===== src/rtl/pcxrle_pkg.sv =====
// ============================================================================
// pcxrle_pkg
// Shared types and constants of the PCX RLE image decoder.
// ============================================================================
`default_nettype none

package pcxrle_pkg;

    localparam int MAX_DIM         = 4096;
    localparam int HEADER_BYTES    = 128;
    localparam int PALETTE_ENTRIES = 256;

    localparam int DIM_W   = 13;   // a side of at most MAX_DIM
    localparam int REM_W   = 25;   // MAX_DIM * MAX_DIM needs 25 bits
    localparam int IDX_W   = 24;
    localparam int RUN_W   = 6;
    localparam int SIDE_W  = 17;
    localparam int HCNT_W  = 7;

    // header bytes 4..11 hold xmin, ymin, xmax, ymax (little endian)
    localparam logic [HCNT_W-1:0] WIN_FIRST = 7'd4;
    localparam logic [HCNT_W-1:0] WIN_LAST  = 7'd11;
    localparam logic [HCNT_W-1:0] HDR_LAST  = 7'(HEADER_BYTES - 1);
    localparam logic [7:0]        ENTRY_LAST = 8'(PALETTE_ENTRIES - 1);
    localparam logic [1:0]        RUN_TAG   = 2'b11;   // byte >= 192

    typedef enum logic [2:0] {
        PH_HEADER,
        PH_SIZE,
        PH_DATA,
        PH_PALETTE,
        PH_DONE
    } phase_t;

    typedef enum logic [1:0] {
        KIND_PIXEL    = 2'd0,
        KIND_PALETTE  = 2'd1,
        KIND_SIZE     = 2'd2,
        KIND_SIZE_ERR = 2'd3
    } kind_t;

    // one command: count results; pixel_index steps by one per result
    typedef struct packed {
        kind_t              kind;
        logic [7:0]         pixel_value;
        logic [IDX_W-1:0]   pixel_index;
        logic [RUN_W-1:0]   count;
        logic [7:0]         entry_index;
        logic [5:0]         red;
        logic [5:0]         green;
        logic [5:0]         blue;
        logic [SIDE_W-1:0]  img_width;
        logic [SIDE_W-1:0]  img_height;
    } cmd_t;

    typedef struct packed {
        logic full;
        logic empty;
    } fifo_stat_t;

endpackage

`default_nettype wire


===== src/rtl/pcx_rle_image_decoder_unit.sv =====
// ============================================================================
// pcx_rle_image_decoder_unit
// PCX 8-bit RLE decoder: header, size report, pixels and palette.
// ============================================================================
// One PCX file byte enters per request on the s_ side; set s_tuser on the
// first byte of a file to restart. Bytes 4..11 of the 128-byte header give
// xmin, ymin, xmax, ymax; on header byte 127 one size result goes out
// (kind 2), or a size error (kind 3) when a side exceeds 4096, after which
// bytes are swallowed until the next restart. RLE data follows: a byte of
// 192 or more sets a run of (byte - 192) copies of the next byte, any other
// byte is one pixel; decoding stops after exactly width*height pixels and
// excess run pixels are dropped. The next 768 bytes become 256 palette
// entries with 6-bit components; later bytes are ignored. m_tlast marks the
// last result caused by one input byte.
// Rate: the parser takes one byte per cycle while the command queue is not
// full; it pauses in the size phase after the last header byte while the
// 13x13 pixel-count multiply settles. The emitter puts out one result per
// cycle while m_tready is high. A run byte pair yields up to 63 results;
// the four-entry command queue lets the parser keep taking bytes while a run drains.
// ============================================================================
`default_nettype none

module pcx_rle_image_decoder_unit (
    input  wire logic        clk,
    input  wire logic        rst_n,
    input  wire logic        s_tvalid,
    output logic             s_tready,
    input  wire logic [7:0]  s_tdata,   // [7:0] in_byte
    input  wire logic        s_tuser,   // [0] start_file
    output logic             m_tvalid,
    input  wire logic        m_tready,
    output logic [95:0]      m_tdata,   // pixel_value, pixel_index, entry_index,
                                        // red, green, blue, img_width, img_height
    output logic [1:0]       m_tuser,   // [1:0] kind
    output logic             m_tlast
);

    logic                   q_push, q_pop;
    pcxrle_pkg::cmd_t       push_cmd, head_cmd, out_cmd;
    pcxrle_pkg::fifo_stat_t q_stat;

    pcxrle_front u_front (
        .clk        (clk),
        .rst_n      (rst_n),
        .in_valid   (s_tvalid),
        .in_ready   (s_tready),
        .in_byte    (s_tdata),
        .start_file (s_tuser),
        .q_stat     (q_stat),
        .push       (q_push),
        .push_cmd   (push_cmd)
    );

    pcxrle_fifo u_fifo (
        .clk      (clk),
        .rst_n    (rst_n),
        .push     (q_push),
        .push_cmd (push_cmd),
        .pop      (q_pop),
        .head_cmd (head_cmd),
        .stat     (q_stat)
    );

    pcxrle_back u_back (
        .clk       (clk),
        .rst_n     (rst_n),
        .head_cmd  (head_cmd),
        .q_stat    (q_stat),
        .pop       (q_pop),
        .out_valid (m_tvalid),
        .out_ready (m_tready),
        .out_cmd   (out_cmd),
        .out_last  (m_tlast)
    );

    // fields of other kinds are zero in every command
    assign m_tuser = out_cmd.kind;
    assign m_tdata = {4'h0,
                      out_cmd.img_height,
                      out_cmd.img_width,
                      out_cmd.blue,
                      out_cmd.green,
                      out_cmd.red,
                      out_cmd.entry_index,
                      out_cmd.pixel_index,
                      out_cmd.pixel_value};

    // parser never writes into a full queue
    a_no_overflow: assert property (@(posedge clk) disable iff (!rst_n)
        q_push |-> !q_stat.full)
        else $error("command queue overflow");

    // emitter never takes from an empty queue
    a_no_underflow: assert property (@(posedge clk) disable iff (!rst_n)
        q_pop |-> !q_stat.empty)
        else $error("command queue underflow");

    // size and palette results are single results per byte
    a_single_last: assert property (@(posedge clk) disable iff (!rst_n)
        (m_tvalid && m_tuser != pcxrle_pkg::KIND_PIXEL) |-> m_tlast)
        else $error("non-pixel result without last");

    // no queued command is ever empty
    a_count_nonzero: assert property (@(posedge clk) disable iff (!rst_n)
        q_push |-> (push_cmd.count != 6'd0))
        else $error("empty command queued");

endmodule

`default_nettype wire


===== src/rtl/pcxrle_fifo.sv =====
// ============================================================================
// pcxrle_fifo
// Four-entry command queue between the byte parser and the result emitter.
// ============================================================================
`default_nettype none

module pcxrle_fifo (
    input  wire logic                  clk,
    input  wire logic                  rst_n,
    input  wire logic                  push,
    input  wire pcxrle_pkg::cmd_t      push_cmd,
    input  wire logic                  pop,
    output pcxrle_pkg::cmd_t           head_cmd,
    output pcxrle_pkg::fifo_stat_t     stat
);

    pcxrle_pkg::cmd_t mem_reg [4];
    logic [1:0] wr_ptr_reg, wr_ptr_next;
    logic [1:0] rd_ptr_reg, rd_ptr_next;
    logic [2:0] cnt_reg, cnt_next;

    always_comb
    begin
        wr_ptr_next = push ? wr_ptr_reg + 2'd1 : wr_ptr_reg;
        rd_ptr_next = pop ? rd_ptr_reg + 2'd1 : rd_ptr_reg;
        cnt_next    = cnt_reg + {2'b0, push} - {2'b0, pop};
    end

    always_ff @(posedge clk or negedge rst_n)
    begin
        if (!rst_n)
        begin
            wr_ptr_reg <= '0;
            rd_ptr_reg <= '0;
            cnt_reg    <= '0;
        end
        else
        begin
            wr_ptr_reg <= wr_ptr_next;
            rd_ptr_reg <= rd_ptr_next;
            cnt_reg    <= cnt_next;
        end
    end

    always_ff @(posedge clk)
    begin
        if (push)
        begin
            mem_reg[wr_ptr_reg] <= push_cmd;
        end
    end

    assign head_cmd   = mem_reg[rd_ptr_reg];
    assign stat.full  = (cnt_reg == 3'd4);
    assign stat.empty = (cnt_reg == 3'd0);

endmodule

`default_nettype wire


===== src/rtl/pcxrle_front.sv =====
// ============================================================================
// pcxrle_front
// Byte parser: header capture, size check, RLE classification, palette.
// ============================================================================
`default_nettype none

module pcxrle_front (
    input  wire logic                  clk,
    input  wire logic                  rst_n,
    input  wire logic                  in_valid,
    output logic                       in_ready,
    input  wire logic [7:0]            in_byte,
    input  wire logic                  start_file,
    input  wire pcxrle_pkg::fifo_stat_t q_stat,
    output logic                       push,
    output pcxrle_pkg::cmd_t           push_cmd
);

    pcxrle_pkg::phase_t phase_reg, phase_next, cur_phase;

    logic [pcxrle_pkg::HCNT_W-1:0] hdr_cnt_reg, hdr_cnt_next, hdr_cnt_eff;
    logic [15:0] win_reg [4];
    logic [pcxrle_pkg::DIM_W-1:0]  w_reg, h_reg;
    logic                          empty_reg, empty_next;
    logic [pcxrle_pkg::REM_W-1:0]  rem_reg, rem_next;
    logic [pcxrle_pkg::IDX_W-1:0]  done_reg, done_next;
    logic [pcxrle_pkg::RUN_W-1:0]  pend_reg, pend_next;
    logic                          run_flag_reg, run_flag_next;
    logic [1:0]                    sub_reg, sub_next;
    logic [7:0]                    entry_reg, entry_next;
    logic [5:0]                    red_reg, red_next;
    logic [5:0]                    green_reg, green_next;

    logic                              accept;
    logic [pcxrle_pkg::SIDE_W-1:0]     side_w, side_h;
    logic                              size_bad;
    logic [2*pcxrle_pkg::DIM_W-1:0]    area;
    logic [pcxrle_pkg::RUN_W-1:0]      run_n;
    logic [pcxrle_pkg::HCNT_W-1:0]     win_off;
    logic [1:0]                        win_idx;
    logic                              win_cap;

    assign in_ready  = (phase_reg != pcxrle_pkg::PH_SIZE) && !q_stat.full;
    assign accept    = in_valid && in_ready;
    assign cur_phase = start_file ? pcxrle_pkg::PH_HEADER : phase_reg;
    assign hdr_cnt_eff = start_file ? '0 : hdr_cnt_reg;

    // header window decode
    assign win_off = hdr_cnt_eff - pcxrle_pkg::WIN_FIRST;
    assign win_idx = win_off[2:1];
    assign win_cap = (hdr_cnt_eff >= pcxrle_pkg::WIN_FIRST) &&
                     (hdr_cnt_eff <= pcxrle_pkg::WIN_LAST);

    assign side_w = {1'b0, win_reg[2]} - {1'b0, win_reg[0]} + 17'd1;
    assign side_h = {1'b0, win_reg[3]} - {1'b0, win_reg[1]} + 17'd1;
    assign size_bad = (side_w > 17'(pcxrle_pkg::MAX_DIM)) ||
                      (side_h > 17'(pcxrle_pkg::MAX_DIM));

    assign area  = w_reg * h_reg;
    assign run_n = (rem_reg < {{(pcxrle_pkg::REM_W-pcxrle_pkg::RUN_W){1'b0}}, pend_reg})
                   ? rem_reg[pcxrle_pkg::RUN_W-1:0] : pend_reg;

    // next phase
    always_comb
    begin
        phase_next = phase_reg;
        if (phase_reg == pcxrle_pkg::PH_SIZE)
        begin
            phase_next = empty_reg ? pcxrle_pkg::PH_PALETTE : pcxrle_pkg::PH_DATA;
        end
        else if (accept)
        begin
            case (cur_phase)
                pcxrle_pkg::PH_HEADER:
                begin
                    if (hdr_cnt_eff == pcxrle_pkg::HDR_LAST)
                        phase_next = size_bad ? pcxrle_pkg::PH_DONE : pcxrle_pkg::PH_SIZE;
                    else
                        phase_next = pcxrle_pkg::PH_HEADER;
                end
                pcxrle_pkg::PH_DATA:
                begin
                    if (rem_next == '0)
                        phase_next = pcxrle_pkg::PH_PALETTE;
                end
                pcxrle_pkg::PH_PALETTE:
                begin
                    if (sub_reg == 2'd2 && entry_reg == pcxrle_pkg::ENTRY_LAST)
                        phase_next = pcxrle_pkg::PH_DONE;
                end
                default:
                begin
                    phase_next = cur_phase;
                end
            endcase
        end
    end

    // state datapath
    always_comb
    begin
        hdr_cnt_next  = hdr_cnt_reg;
        empty_next    = empty_reg;
        rem_next      = rem_reg;
        done_next     = done_reg;
        pend_next     = pend_reg;
        run_flag_next = run_flag_reg;
        sub_next      = sub_reg;
        entry_next    = entry_reg;
        red_next      = red_reg;
        green_next    = green_reg;
        if (phase_reg == pcxrle_pkg::PH_SIZE)
        begin
            rem_next      = area[pcxrle_pkg::REM_W-1:0];
            done_next     = '0;
            run_flag_next = 1'b0;
            pend_next     = '0;
            sub_next      = '0;
            entry_next    = '0;
        end
        else if (accept)
        begin
            case (cur_phase)
                pcxrle_pkg::PH_HEADER:
                begin
                    hdr_cnt_next  = hdr_cnt_eff + 7'd1;
                    empty_next    = (side_w == '0) || (side_h == '0);
                    run_flag_next = 1'b0;
                end
                pcxrle_pkg::PH_DATA:
                begin
                    if (run_flag_reg)
                    begin
                        rem_next      = rem_reg - {{(pcxrle_pkg::REM_W-pcxrle_pkg::RUN_W){1'b0}}, run_n};
                        done_next     = done_reg + {{(pcxrle_pkg::IDX_W-pcxrle_pkg::RUN_W){1'b0}}, run_n};
                        run_flag_next = 1'b0;
                        pend_next     = '0;
                    end
                    else if (in_byte[7:6] == pcxrle_pkg::RUN_TAG)
                    begin
                        run_flag_next = 1'b1;
                        pend_next     = in_byte[5:0];
                    end
                    else
                    begin
                        rem_next  = rem_reg - 25'd1;
                        done_next = done_reg + 24'd1;
                    end
                    sub_next   = '0;
                    entry_next = '0;
                end
                pcxrle_pkg::PH_PALETTE:
                begin
                    case (sub_reg)
                        2'd0:    red_next   = in_byte[7:2];
                        2'd1:    green_next = in_byte[7:2];
                        default: entry_next = entry_reg + 8'd1;
                    endcase
                    sub_next = (sub_reg == 2'd2) ? 2'd0 : sub_reg + 2'd1;
                end
                default:
                begin
                    hdr_cnt_next = hdr_cnt_reg;
                end
            endcase
        end
    end

    // command out
    always_comb
    begin
        push     = 1'b0;
        push_cmd = '0;
        if (accept)
        begin
            case (cur_phase)
                pcxrle_pkg::PH_HEADER:
                begin
                    if (hdr_cnt_eff == pcxrle_pkg::HDR_LAST)
                    begin
                        push               = 1'b1;
                        push_cmd.kind      = size_bad ? pcxrle_pkg::KIND_SIZE_ERR
                                                      : pcxrle_pkg::KIND_SIZE;
                        push_cmd.count     = 6'd1;
                        push_cmd.img_width = side_w;
                        push_cmd.img_height = side_h;
                    end
                end
                pcxrle_pkg::PH_DATA:
                begin
                    push_cmd.kind        = pcxrle_pkg::KIND_PIXEL;
                    push_cmd.pixel_value = in_byte;
                    push_cmd.pixel_index = done_reg;
                    if (run_flag_reg)
                    begin
                        push           = (run_n != '0);
                        push_cmd.count = run_n;
                    end
                    else
                    begin
                        push           = (in_byte[7:6] != pcxrle_pkg::RUN_TAG);
                        push_cmd.count = 6'd1;
                    end
                end
                pcxrle_pkg::PH_PALETTE:
                begin
                    if (sub_reg == 2'd2)
                    begin
                        push                 = 1'b1;
                        push_cmd.kind        = pcxrle_pkg::KIND_PALETTE;
                        push_cmd.count       = 6'd1;
                        push_cmd.entry_index = entry_reg;
                        push_cmd.red         = red_reg;
                        push_cmd.green       = green_reg;
                        push_cmd.blue        = in_byte[7:2];
                    end
                end
                default:
                begin
                    push = 1'b0;
                end
            endcase
        end
    end

    always_ff @(posedge clk or negedge rst_n)
    begin
        if (!rst_n)
        begin
            phase_reg    <= pcxrle_pkg::PH_HEADER;
            hdr_cnt_reg  <= '0;
            empty_reg    <= 1'b0;
            rem_reg      <= '0;
            done_reg     <= '0;
            pend_reg     <= '0;
            run_flag_reg <= 1'b0;
            sub_reg      <= '0;
            entry_reg    <= '0;
        end
        else
        begin
            phase_reg    <= phase_next;
            hdr_cnt_reg  <= hdr_cnt_next;
            empty_reg    <= empty_next;
            rem_reg      <= rem_next;
            done_reg     <= done_next;
            pend_reg     <= pend_next;
            run_flag_reg <= run_flag_next;
            sub_reg      <= sub_next;
            entry_reg    <= entry_next;
        end
    end

    // payload: header words, sides, palette components
    always_ff @(posedge clk)
    begin
        red_reg   <= red_next;
        green_reg <= green_next;
        if (accept && cur_phase == pcxrle_pkg::PH_HEADER)
        begin
            if (win_cap)
            begin
                if (win_off[0])
                    win_reg[win_idx][15:8] <= in_byte;
                else
                    win_reg[win_idx] <= {8'h00, in_byte};
            end
            if (hdr_cnt_eff == pcxrle_pkg::HDR_LAST)
            begin
                w_reg <= side_w[pcxrle_pkg::DIM_W-1:0];
                h_reg <= side_h[pcxrle_pkg::DIM_W-1:0];
            end
        end
    end

endmodule

`default_nettype wire


===== src/rtl/pcxrle_back.sv =====
// ============================================================================
// pcxrle_back
// Result emitter: expands queued commands into results, one per cycle while out_ready is high.
// ============================================================================
`default_nettype none

module pcxrle_back (
    input  wire logic                  clk,
    input  wire logic                  rst_n,
    input  wire pcxrle_pkg::cmd_t      head_cmd,
    input  wire pcxrle_pkg::fifo_stat_t q_stat,
    output logic                       pop,
    output logic                       out_valid,
    input  wire logic                  out_ready,
    output pcxrle_pkg::cmd_t           out_cmd,
    output logic                       out_last
);

    pcxrle_pkg::cmd_t               cur_reg;
    logic                           valid_reg, valid_next;
    logic [pcxrle_pkg::IDX_W-1:0]   idx_reg, idx_next;
    logic [pcxrle_pkg::RUN_W-1:0]   left_reg, left_next;
    logic                           fire, finish;

    assign fire   = valid_reg && out_ready;
    assign finish = fire && (left_reg == 6'd1);
    assign pop    = !q_stat.empty && (!valid_reg || finish);

    always_comb
    begin
        valid_next = valid_reg;
        idx_next   = idx_reg;
        left_next  = left_reg;
        if (pop)
        begin
            valid_next = 1'b1;
            idx_next   = head_cmd.pixel_index;
            left_next  = head_cmd.count;
        end
        else if (finish)
        begin
            valid_next = 1'b0;
        end
        else if (fire)
        begin
            idx_next  = idx_reg + 24'd1;
            left_next = left_reg - 6'd1;
        end
    end

    always_ff @(posedge clk or negedge rst_n)
    begin
        if (!rst_n)
        begin
            valid_reg <= 1'b0;
            left_reg  <= '0;
        end
        else
        begin
            valid_reg <= valid_next;
            left_reg  <= left_next;
        end
    end

    always_ff @(posedge clk)
    begin
        idx_reg <= idx_next;
        if (pop)
        begin
            cur_reg <= head_cmd;
        end
    end

    always_comb
    begin
        out_cmd             = cur_reg;
        out_cmd.pixel_index = idx_reg;
        out_cmd.count       = left_reg;
    end

    assign out_valid = valid_reg;
    assign out_last  = (left_reg == 6'd1);

endmodule

`default_nettype wire

===== config.mk =====
export PLATFORM = sky130hd
export DESIGN_NAME = pcx_rle_image_decoder_unit
export DESIGN_NICKNAME = d
export VERILOG_FILES = /design/src/rtl/pcxrle_pkg.sv /design/src/rtl/pcx_rle_image_decoder_unit.sv /design/src/rtl/pcxrle_fifo.sv /design/src/rtl/pcxrle_front.sv /design/src/rtl/pcxrle_back.sv
export SDC_FILE = /design/constraint.sdc
export NUM_CORES = 1
export LEC_CHECK = 0
export BUFFER_PORTS_ARGS = -buffer_cell sky130_fd_sc_hd__buf_2
export CAP_MARGIN = 5
export CORE_MARGIN = 10
export CORE_UTILIZATION = 45
export DETAILED_ROUTE_END_ITERATION = 10
export SLEW_MARGIN = 20
export SYNTH_ARGS = -nofsm -noshare
export SYNTH_HDL_FRONTEND = slang
export SYNTH_SLANG_ARGS = --single-unit

===== constraint.sdc =====
create_clock -name clk -period 14.05 [get_ports clk]
set_input_delay 2.81 -clock clk [delete_from_list [all_inputs] [get_ports clk]]
set_output_delay 2.81 -clock clk [all_outputs]
set_load 0.05 [all_outputs]

# Word-level counts from Yosys, hierarchy flattened
# Memory sizes are Yosys's and may differ from the RTL's.
# Cells that the tools add are included.
# word_totals
register_bits	223
mem_bits_rw	464
elab_cells	188
n_memories	2
# memory_table
memory	words	word_bits	rd	rd_clocked_by_memory_dff	write_ports	line_no	rtl
u_fifo.mem_reg	4	100	1	0	1	pcxrle_fifo.sv:17	pcxrle_pkg::cmd_t mem_reg [4];
u_front.win_reg	4	16	4	0	1	pcxrle_front.sv:22	logic [15:0] win_reg [4];
# op_classes
add_sub_neg	18
mul	1
magnitude_cmp	5
n_eq_ne	17
n_mux	76
bitwise	2
n_reduce_logical	40
# ops
op	count
2-to-1 mux 24 bit	8
2-to-1 mux 25 bit	5
2-to-1 mux 100 bit	1
2-to-1 mux 34 bit	2
2-to-1 mux 6 bit	10
adder 24 x 1 -> 24 bit (second input constant)	2
adder 17 x 1 -> 17 bit (second input constant)	2
greater-than comparator 17 x 13 -> 1 bit (second input constant)	2
logical NOT 17 bit	2
subtractor 16 x 16 -> 17 bit	2
2-to-1 mux 32 bit	1
2-to-1 mux 8 bit	4
2-to-1 mux 27 bit	1
2-to-1 mux 26 bit	1
logical NOT 25 bit	1
less-than comparator 25 x 6 -> 1 bit	1
multiplier 13 x 13 -> 25 bit	1
subtractor 25 x 1 -> 25 bit (second input constant)	1
subtractor 25 x 6 -> 25 bit	1
adder 24 x 6 -> 24 bit	1
2-to-1 mux 1 bit	24
2-to-1 mux 3 bit	7
one-hot mux 6 bit (3 select lines)	1
one-hot mux 8 bit (2 select lines)	1
40 further kinds	77

# Longest topological paths before layout
# Gate-level depths: netlist of the first run.
# logic_depth
word_depth	12
depth_mapped	25

# By module
# From an unflattened synthesis of the first run, not the netlist that was laid out.
# hier_totals
hier_cells	2607
area_unflattened_um2	35327.6
# modules_own_cells
mod	instances	cells_per_inst	area_per_inst_um2	seq_area_each_um2
pcxrle_front	1	1782	16535.9	4989.8
pcxrle_fifo	1	556	14819.2	12186.7
pcxrle_back	1	264	3938.8	2997.9
pcx_rle_image_decoder_unit	1	5	33.8	0.0

# Worst setup path before layout of the first run
# Ideal clock, no wire load.
# synth_path
kind	input to register
startpoint	in s_tuser
endpoint	mem u_fifo.mem_reg[0][0] (netlist name), enable pin
setup_time_ps	470
arrival_time_ps	6615
required_time_ps	13580
path_slack_ps	6965
cell_stages	9
path_cell_list	clkbuf_1 -> nor2b_1 -> ha_1 -> nand4_1 -> nor2_1 -> and3_1 -> a21oi_1 -> a21oi_1 -> and2_1
# synth_via
elab_chain_len	7
elab_cells_between_ends	11
cone_classes	3 x eq/ne; 7 x mux; 1 x reduce/logical
# synth_lines
element	line_no	rtl
start, declared	pcx_rle_image_decoder_unit.sv:29	input wire logic s_tuser,
2-to-1 mux 7 bit	pcxrle_front.sv:46	assign hdr_cnt_eff = start_file ? '0 : hdr_cnt_reg;
== test 7 bit	pcxrle_front.sv:179	if (hdr_cnt_eff == pcxrle_pkg::HDR_LAST)
2-to-1 mux 1 bit	pcxrle_front.sv:179	
one-hot mux 1 bit (3 select lines) (*)	pcxrle_front.sv:176	case (cur_phase)
2-to-1 mux 1 bit (*)	pcxrle_front.sv:174	if (accept)
2-to-1 mux 1 bit (*)	pcxrle_fifo.sv:47	if (push)
2-to-1 mux 1 bit (implied by the code) (*)	pcxrle_fifo.sv:49	mem_reg[wr_ptr_reg] <= push_cmd;
end, declared	pcxrle_fifo.sv:17	
# Mark *: on every way between the ends. The rest lies on a longest branch, timed or not.

# Worst setup path in the final report of the first run
# layout_path
startpoint	reg u_front.w_reg[3] (netlist name)
endpoint	reg u_front.phase_reg[0]
# layout_via
elab_chain_len	5
# layout_lines
element	line_no	rtl
start, declared	pcxrle_front.sv:23	logic [pcxrle_pkg::DIM_W-1:0] w_reg, h_reg;
start signal, assigned	pcxrle_front.sv:270	w_reg <= side_w[pcxrle_pkg::DIM_W-1:0];
multiplier 13 x 13 -> 25 bit	pcxrle_front.sv:59	assign area = w_reg * h_reg;
2-to-1 mux 25 bit	pcxrle_front.sv:112	if (phase_reg == pcxrle_pkg::PH_SIZE)
net u_front.rem_next (one bit)	pcxrle_front.sv:25	logic [pcxrle_pkg::REM_W-1:0] rem_reg, rem_next;
logical NOT 25 bit	pcxrle_front.sv:83	if (rem_next == '0)
inequality test 3 x 1 -> 1 bit (no line)	-	
AND reduction 3 bit (no line)	-	
end signal, assigned	pcxrle_front.sv:230	phase_reg <= pcxrle_pkg::PH_HEADER;
end signal, assigned	pcxrle_front.sv:242	phase_reg <= phase_next;
end, declared	pcxrle_front.sv:19	pcxrle_pkg::phase_t phase_reg, phase_next, cur_phase;
# The timed path passes the listed nets, and every way through them passes these cells.
# A chain may end at the register's enable or synchronous reset.

==> results.ini, run 1 <==
[sta]
drv_slew=0
setup_viol=0
tightestPinTransition_ns=1.01
timing_hold_violations_final=0
slew_headroom_pct=32.6
fin_ws_ns=7.28
clock.fmax_mhz=148
fin_crit_sh_pct=48.2
rsz0062_at_grt=false
fin_crit_ns=6.77
tns_ns=0
skew_ns=0.0221
hold_ws_ns=0.520

[cells_and_area]
n_antenna_cell=0
final-instance-count-excl-fill=3861
layout_common_cells=edfxtp_1 (596), inv_1 (258), nand2_1 (208)
drive_above_1_share_pct=13.3
fin_nets=3047
final_common_cell=edfxtp_1
area_growth_syn_to_layout_pct=9.23
largest_register_ffs=400

[synth]
synth-async-reset-ratio_pct=13.2
synthesis.area_mm2=0.0361
yosysTopAreaCellShare_pct=49.6
synth_edf_count=596
yosys-top-cells-area=edfxtp_1 (50%), fa_1 (6.9%), dfrtp_1 (6.3%)
synth-main-ff-cell=edfxtp_1
yosys.area.top_type=edfxtp_1
synth_compound_area_share_pct=5.96
synth-simple-area-share_pct=10.7
ys_ff_latch=687
synth-adder-area-share_pct=12.4
syn_inst=2753
synth.area.mux_share_pct=6.50
ys_seq_area_share_pct=56.0
synth_xor_area_share_pct=2.58
synth.avg_cell_area_um2=13.1
synthDistinctLibCells=84
yosysWarnings=0
synth_top_family_by_area=adder cells

[place]
post-place-ws_ns=6.99
place_inst=3727
numPortBuffers=109
dp_hpwl_um=55700
place_congestion=0.879

[setup_path]
crit_chain=and2_1 > fa_1 > inv_1 > fa_1 > inv_1 > fa_1 > fa_1 > inv_1 > fa_1 > inv_1 > ha_1 > a21oi_1 > o21ai_0 > a21oi_1 > o21ai_0 > a221oi_1 > o21ai_0 > and4_1 > or3_1 > nor4_1 > nand4_1 > a21oi_1
r2r_start=u_front.w_reg[3]
critPathCapture=u_front.phase_reg[0]
crit_arrival_ns=7.30
reg2reg_depth=22
slowest_delay_ns=0.60
worstSetupPathType=reg2reg
startpoint=u_front.w_reg[3]
start_kind=register
crit_fanout=13
crit_family=adder cells
crit_top_cell=fa_1
end_kind=register
slowest_stage=edfxtp_1
path_buf_inv=4
path_depth=22
worstPathRequired_ns=14.58
rr_endpoint=u_front.phase_reg[0]
r2r_slack_ns=7.28

[detailed_routing]
ant_nets=0
first_pass_iters=5
routedWlPerCell_um=20.9
drt_wl_total_um=80800
dr.first_iter.drc_count=1574
remaining_drc_errors=0
vias_per_cell=5.50
num_vias=21200

[power]
fin_total_pwr_uw=4780
leakage_uw=0.0142
peakVddDrop_v=0.0000732
cellPowerDensity_mw_per_mm2=121

[global_route]
antenna_found_initial=8
grt_max_degree=71
overflow=0
grt_pass1_wl_um=128000
grt_pass1_vias=22000
grt_use_total_pct=17.9

[clock_network]
cts_buffers=74
hold_buffers=0
cts_buffer_depth=3
cts-resized-gates=0
cts_root_buf=clkbuf_16
worstSkewPairLatency_ns=0.61
cts_tree=done
cts_max_level=3
cts.sinks=687
clk_pin_slew_ns=0.06
post_cts_buffers=0

[floorplanning]
dieArea_mm2=0.0918
start_util_pct=45.5
pin_count=114
row_count=103
dieWidth_um=303
coreArea_mm2=0.0793
die_h_um=303

[hold_path]
hold_class=reg2reg

[run_status]
status=completed

[run]
cap_violations=0

## synth_stat cells, types with 9 or more instances
library cell,count
edfxtp_1,596
fa_1,125
o211ai_1,9
ha_1,156
nor2b_1,15
buf_1,17
nand4_1,17
o21ai_0,111
nand3_1,48
nor3_1,37
and3_1,26
nand2b_1,18
a21o_1,20
clkbuf_1,89
dfrtp_1,91
a31oi_1,10
mux4_2,100
xnor2_1,49
xor2_1,57
or3_1,16
nand2_1,208
and2_1,174
a22oi_1,9
a21oi_1,90
o31ai_1,9
nor2_1,141
nor4_1,16
buf_4,99
a211oi_1,18
inv_1,258
## metal layers
metal / wire [um] / vias to the layer above / share of wire [%] / GRT usage, %
met2: 38300 / 501 / 47 / 29.1
met5: 50 / - / 0.062 / 0
met1: 36200 / 10900 / 45 / 24.9
met3: 4570 / 119 / 5.7 / 3.09
met4: 1550 / 8 / 1.9 / 4.12
li1: - / 9719 / - / -
## power by group
group          total (uW)  leakage, uW  internal (uW)  switching (uW)
sequential           2350      0.00581           2260            92.2
clock                1940      0.00116           1140             805
combinational         486      0.00726            175             311
## worst reg2reg max path: stages (launching register included)
cell      delay (ns)
edfxtp_1        0.60
and2_1          0.29
fa_1            0.54
inv_1           0.05
fa_1            0.49
inv_1           0.07
fa_1            0.52
fa_1            0.55
inv_1           0.06
fa_1            0.53
inv_1           0.04
ha_1            0.37
a21oi_1         0.21
o21ai_0         0.13
a21oi_1         0.35
o21ai_0         0.20
a221oi_1        0.28
o21ai_0         0.18
and4_1          0.25
or3_1           0.37
nor4_1          0.29
nand4_1         0.17
a21oi_1         0.17
## cell families after synthesis
family	Yosys count
buffers and inverters	466
other	1
DFF	687
adders and majority gates	281
AOI/OAI and AO/OA	343
xor gates and xnor gates	106
muxes	109
and+or+nand+nor	760
## layout make-up
cell class	instances	area, um2
timing repair buffer	129	698
tap	1050	1310
clock inverter	44	488
multi-input combinational	1603	13800
clock buffer	90	1930
inverter	258	968
fill	6843	39900
sequential	687	20200
## worst min-delay path by stage
stage,from,endpoint,slack (ns),depth (start not counted)
after global placement,u_back.left_reg[4],u_back.left_reg[4],0.49,2
final,u_front.entry_reg[6],u_front.entry_reg[6],0.52,1
after global routing,u_front.entry_reg[6],u_front.entry_reg[6],0.55,1
after CTS,u_front.entry_reg[6],u_front.entry_reg[6],0.52,1
after detailed placement,u_front.entry_reg[6],u_front.entry_reg[6],0.51,1
after floorplan,u_back.left_reg[4],u_back.left_reg[4],0.47,2
## per-stage QoR
stage	instance area, um2	utilization (%)
2_1_floorplan	36100	-
3_3_place_gp	37000	46.6
3_5_place_dp	37000	46.6
4_1_cts	39400	49.7
5_1_grt	39400	49.7
6_report	39400	49.7
Note: power is estimated with default switching activity, not from simulation.
==> inputs of run 2 (changes only) <==
==> constraint.sdc (replaced) <==
create_clock -name clk -period 7 [get_ports clk]
set_input_delay 1.4 -clock clk [delete_from_list [all_inputs] [get_ports clk]]
set_output_delay 1.4 -clock clk [all_outputs]
set_load 0.05 [all_outputs]
==> run 2 against run 1 <==
Non-clock buffer count grew 6. Fmax grew 3.9%. First-iteration DRC count shrank 1.1%. Sequential share of layout area is essentially flat. Global-route usage shrank 0.29 points. Register-to-register slack lost 6.8 ns. Utilization is essentially flat. Critical path depth is the same. Largest cell class unchanged. Largest power group unchanged. Highest routed layer unchanged.
==> results.ini, run 2 (same netlist as run 1, synthesis figures left out) <==
[run_status]
status=completed

[cells_and_area]
drive_above_1_share_pct=13.3  ; -0.054 points
multi_input_area_mm2=0.0138  ; about the same
layout_common_cells=edfxtp_1 (596), inv_1 (258), nand2_1 (208)
largest_register_ffs=400  ; unchanged
final-instance-count-excl-fill=3868  ; +0.18%
seqCellArea_mm2=0.0202  ; unchanged
final_common_cell=edfxtp_1
n_fill_cell=6850  ; +0.10%
fin_nets=3051  ; +0.13%
area_growth_syn_to_layout_pct=9.16  ; about the same

[floorplanning]
coreArea_mm2=0.0793  ; unchanged
row_count=103  ; unchanged
dieArea_mm2=0.0918  ; unchanged
dieWidth_um=303  ; unchanged
die_h_um=303  ; unchanged
pin_count=114  ; unchanged
start_util_pct=45.5  ; unchanged

[global_route]
grt_max_degree=135  ; +90%
overflow=0  ; unchanged
grt_use_total_pct=17.6  ; -0.29 points
grt_pass1_vias=22200  ; +0.76%
grt_pass1_wl_um=127000  ; -1.1%
antenna_found_initial=6  ; -2

[sta]
clock.fmax_mhz=153  ; +3.9%
tns_ns=0  ; unchanged
fin_crit_sh_pct=93.2  ; +45 points
fin_crit_ns=6.52  ; -0.252 ns
skew_ns=0.0210  ; -0.00112 ns
drv_slew=0  ; unchanged
rsz0062_at_grt=false
slew_headroom_pct=36.2  ; +3.6 points
tightestPinTransition_ns=0.955  ; -0.0547 ns
timing_hold_violations_final=0  ; unchanged
fin_ws_ns=0.479  ; -6.80 ns
setup_viol=0  ; unchanged

[setup_path]
worstPathRequired_ns=7.54  ; -7.04 ns
rr_endpoint=u_front.phase_reg[0]
crit_chain=and2_1 > fa_1 > inv_1 > fa_1 > inv_1 > fa_1 > inv_1 > fa_1 > fa_1 > inv_1 > ha_1 > o211ai_1 > a21oi_1 > a21oi_1 > o21ai_0 > a221oi_1 > o21ai_0 > and4_1 > or3_1 > nor4_1 > nand4_1 > a21oi_1
crit_fanout=13  ; unchanged
r2r_start=u_front.w_reg[5]
crit_arrival_ns=7.06  ; -0.24 ns
crit_top_cell=fa_1
start_kind=register
r2r_slack_ns=0.48  ; -6.80 ns
slowest_delay_ns=0.61  ; about the same
reg2reg_depth=22  ; unchanged
end_kind=register
worstSetupPathType=reg2reg
slowest_stage=edfxtp_1

[clock_network]
post_cts_buffers=0  ; unchanged
cts-resized-gates=0  ; unchanged
cts.sinks=687  ; unchanged
cts_tree=done
cts_buffer_depth=3  ; unchanged
hold_buffers=0  ; unchanged
cts_max_level=3  ; unchanged
cts_root_buf=clkbuf_16
cts_buffers=72  ; -2.7%
clk_pin_slew_ns=0.07  ; about the same
worstSkewPairLatency_ns=0.61  ; about the same

[detailed_routing]
routedWlPerCell_um=20.6  ; -1.5%
first_pass_iters=8  ; +3
ant_nets=0  ; unchanged
dr.first_iter.drc_count=1557  ; -1.1%
num_vias=21200  ; -0.39%
vias_per_cell=5.47  ; -0.57%
remaining_drc_errors=0  ; unchanged
drt_wl_total_um=79700  ; -1.3%

[hold_path]
whs_path_depth=1  ; unchanged
min_to=u_front.entry_reg[5]
hold_class=reg2reg
min_from=u_front.entry_reg[5]

[run]
cap_violations=0  ; unchanged

[power]
p_seq_share_pct=50.4  ; +1.2 points
leakage_uw=0.0142  ; about the same
comb_power_share_pct=10.3  ; about the same
cellPowerDensity_mw_per_mm2=239  ; +97%
p_sw_share_pct=25.6  ; +0.33 points
cell_internal_pwr_uw=6980  ; +96%
peakVddDrop_v=0.000187  ; +160%
power_frac_clock_pct=39.3  ; -1.4 points
net-switching-power_uw=2400  ; +99%

[place]
place_inst=3733  ; +0.16%
dp_hpwl_um=54000  ; -2.9%
place_congestion=0.871  ; -0.88%
post-place-ws_ns=0.451  ; -6.54 ns
numPortBuffers=109  ; unchanged

[run 2: cell count changes in the layout (fill, tap and decap cells not counted), moves of 2 or more]
cell	before	now
clkinv_1	8	14
clkinvlp_4	9	3
buf_12	0	5
bufinv_16	8	3
clkbuf_8	0	3
diode_2	0	3
clkinv_2	11	13
inv_6	4	2
[run 2: stage by stage]
step | hold slack [ns] | util [%] | total power, uW | cell area, um2
2_1_floorplan | 0.471 | - | 5570 | 36100
3_3_place_gp | 0.494 | 46.8 | 5790 | 37100
3_5_place_dp | 0.517 | 46.8 | 5810 | 37100
4_1_cts | 0.531 | 49.6 | 9500 | 39300
5_1_grt | 0.551 | 49.6 | 9760 | 39300
6_report | 0.536 | 49.7 | 9390 | 39400
[run 2: routing by layer]
metal  up-vias  routed length, um  GRT usage [%]  share of wire [%]
li1       9733                  -              -                  -
met1     10800              35600           23.9                 45
met2       482              38000           28.6                 48
met3       122               4140           2.98                5.2
met4         8               1810           5.63                2.3
met5         -                 56              0              0.070
[run 2: worst max-delay path by stage]
stage,cells past startpoint,start,slack (ns),endpoint
floorplan,22,u_front.w_reg[6],1.04,u_front.phase_reg[0]
global placement,21,u_front.w_reg[6],0.54,u_front.phase_reg[0]
detailed placement,21,u_front.w_reg[6],0.45,u_front.phase_reg[0]
CTS,21,u_front.w_reg[6],0.41,u_front.phase_reg[0]
global route,22,u_front.w_reg[5],0.05,u_front.phase_reg[0]
finish,22,u_front.w_reg[5],0.48,u_front.phase_reg[0]
[run 2: area by class of cell]
cell class,count,share of cell area [%]
inverters,258,2.46
repair buffers,135,2.05
flip-flops and latches,687,51.3
diodes,3,0.0191
multi-input cells,1603,35.1
clock buffers,92,4.95
well taps,1050,3.34
clock inverters,40,0.823
[run 2: critical path, delay by kind of cell (launching register included)]
| family | cells | cell delay [ns] |
|---|---|---|
| adder cells (fa/ha/maj) | 6 | 2.91 |
| AO/OA/AOI/OAI | 7 | 1.49 |
| AND/OR/NAND/NOR | 5 | 1.24 |
| flip-flops | 1 | 0.61 |
| buffers and inverters | 4 | 0.20 |
[run 2: power by group through the flow]
stage | registers [uW] | clock network (uW) | logic, uW
after floorplan | 4660 | 0 | 912
after global placement | 4820 | 0 | 972
after detailed placement | 4820 | 0 | 984
after CTS | 4740 | 3780 | 986
after global routing | 4760 | 3950 | 1050
final | 4730 | 3690 | 969
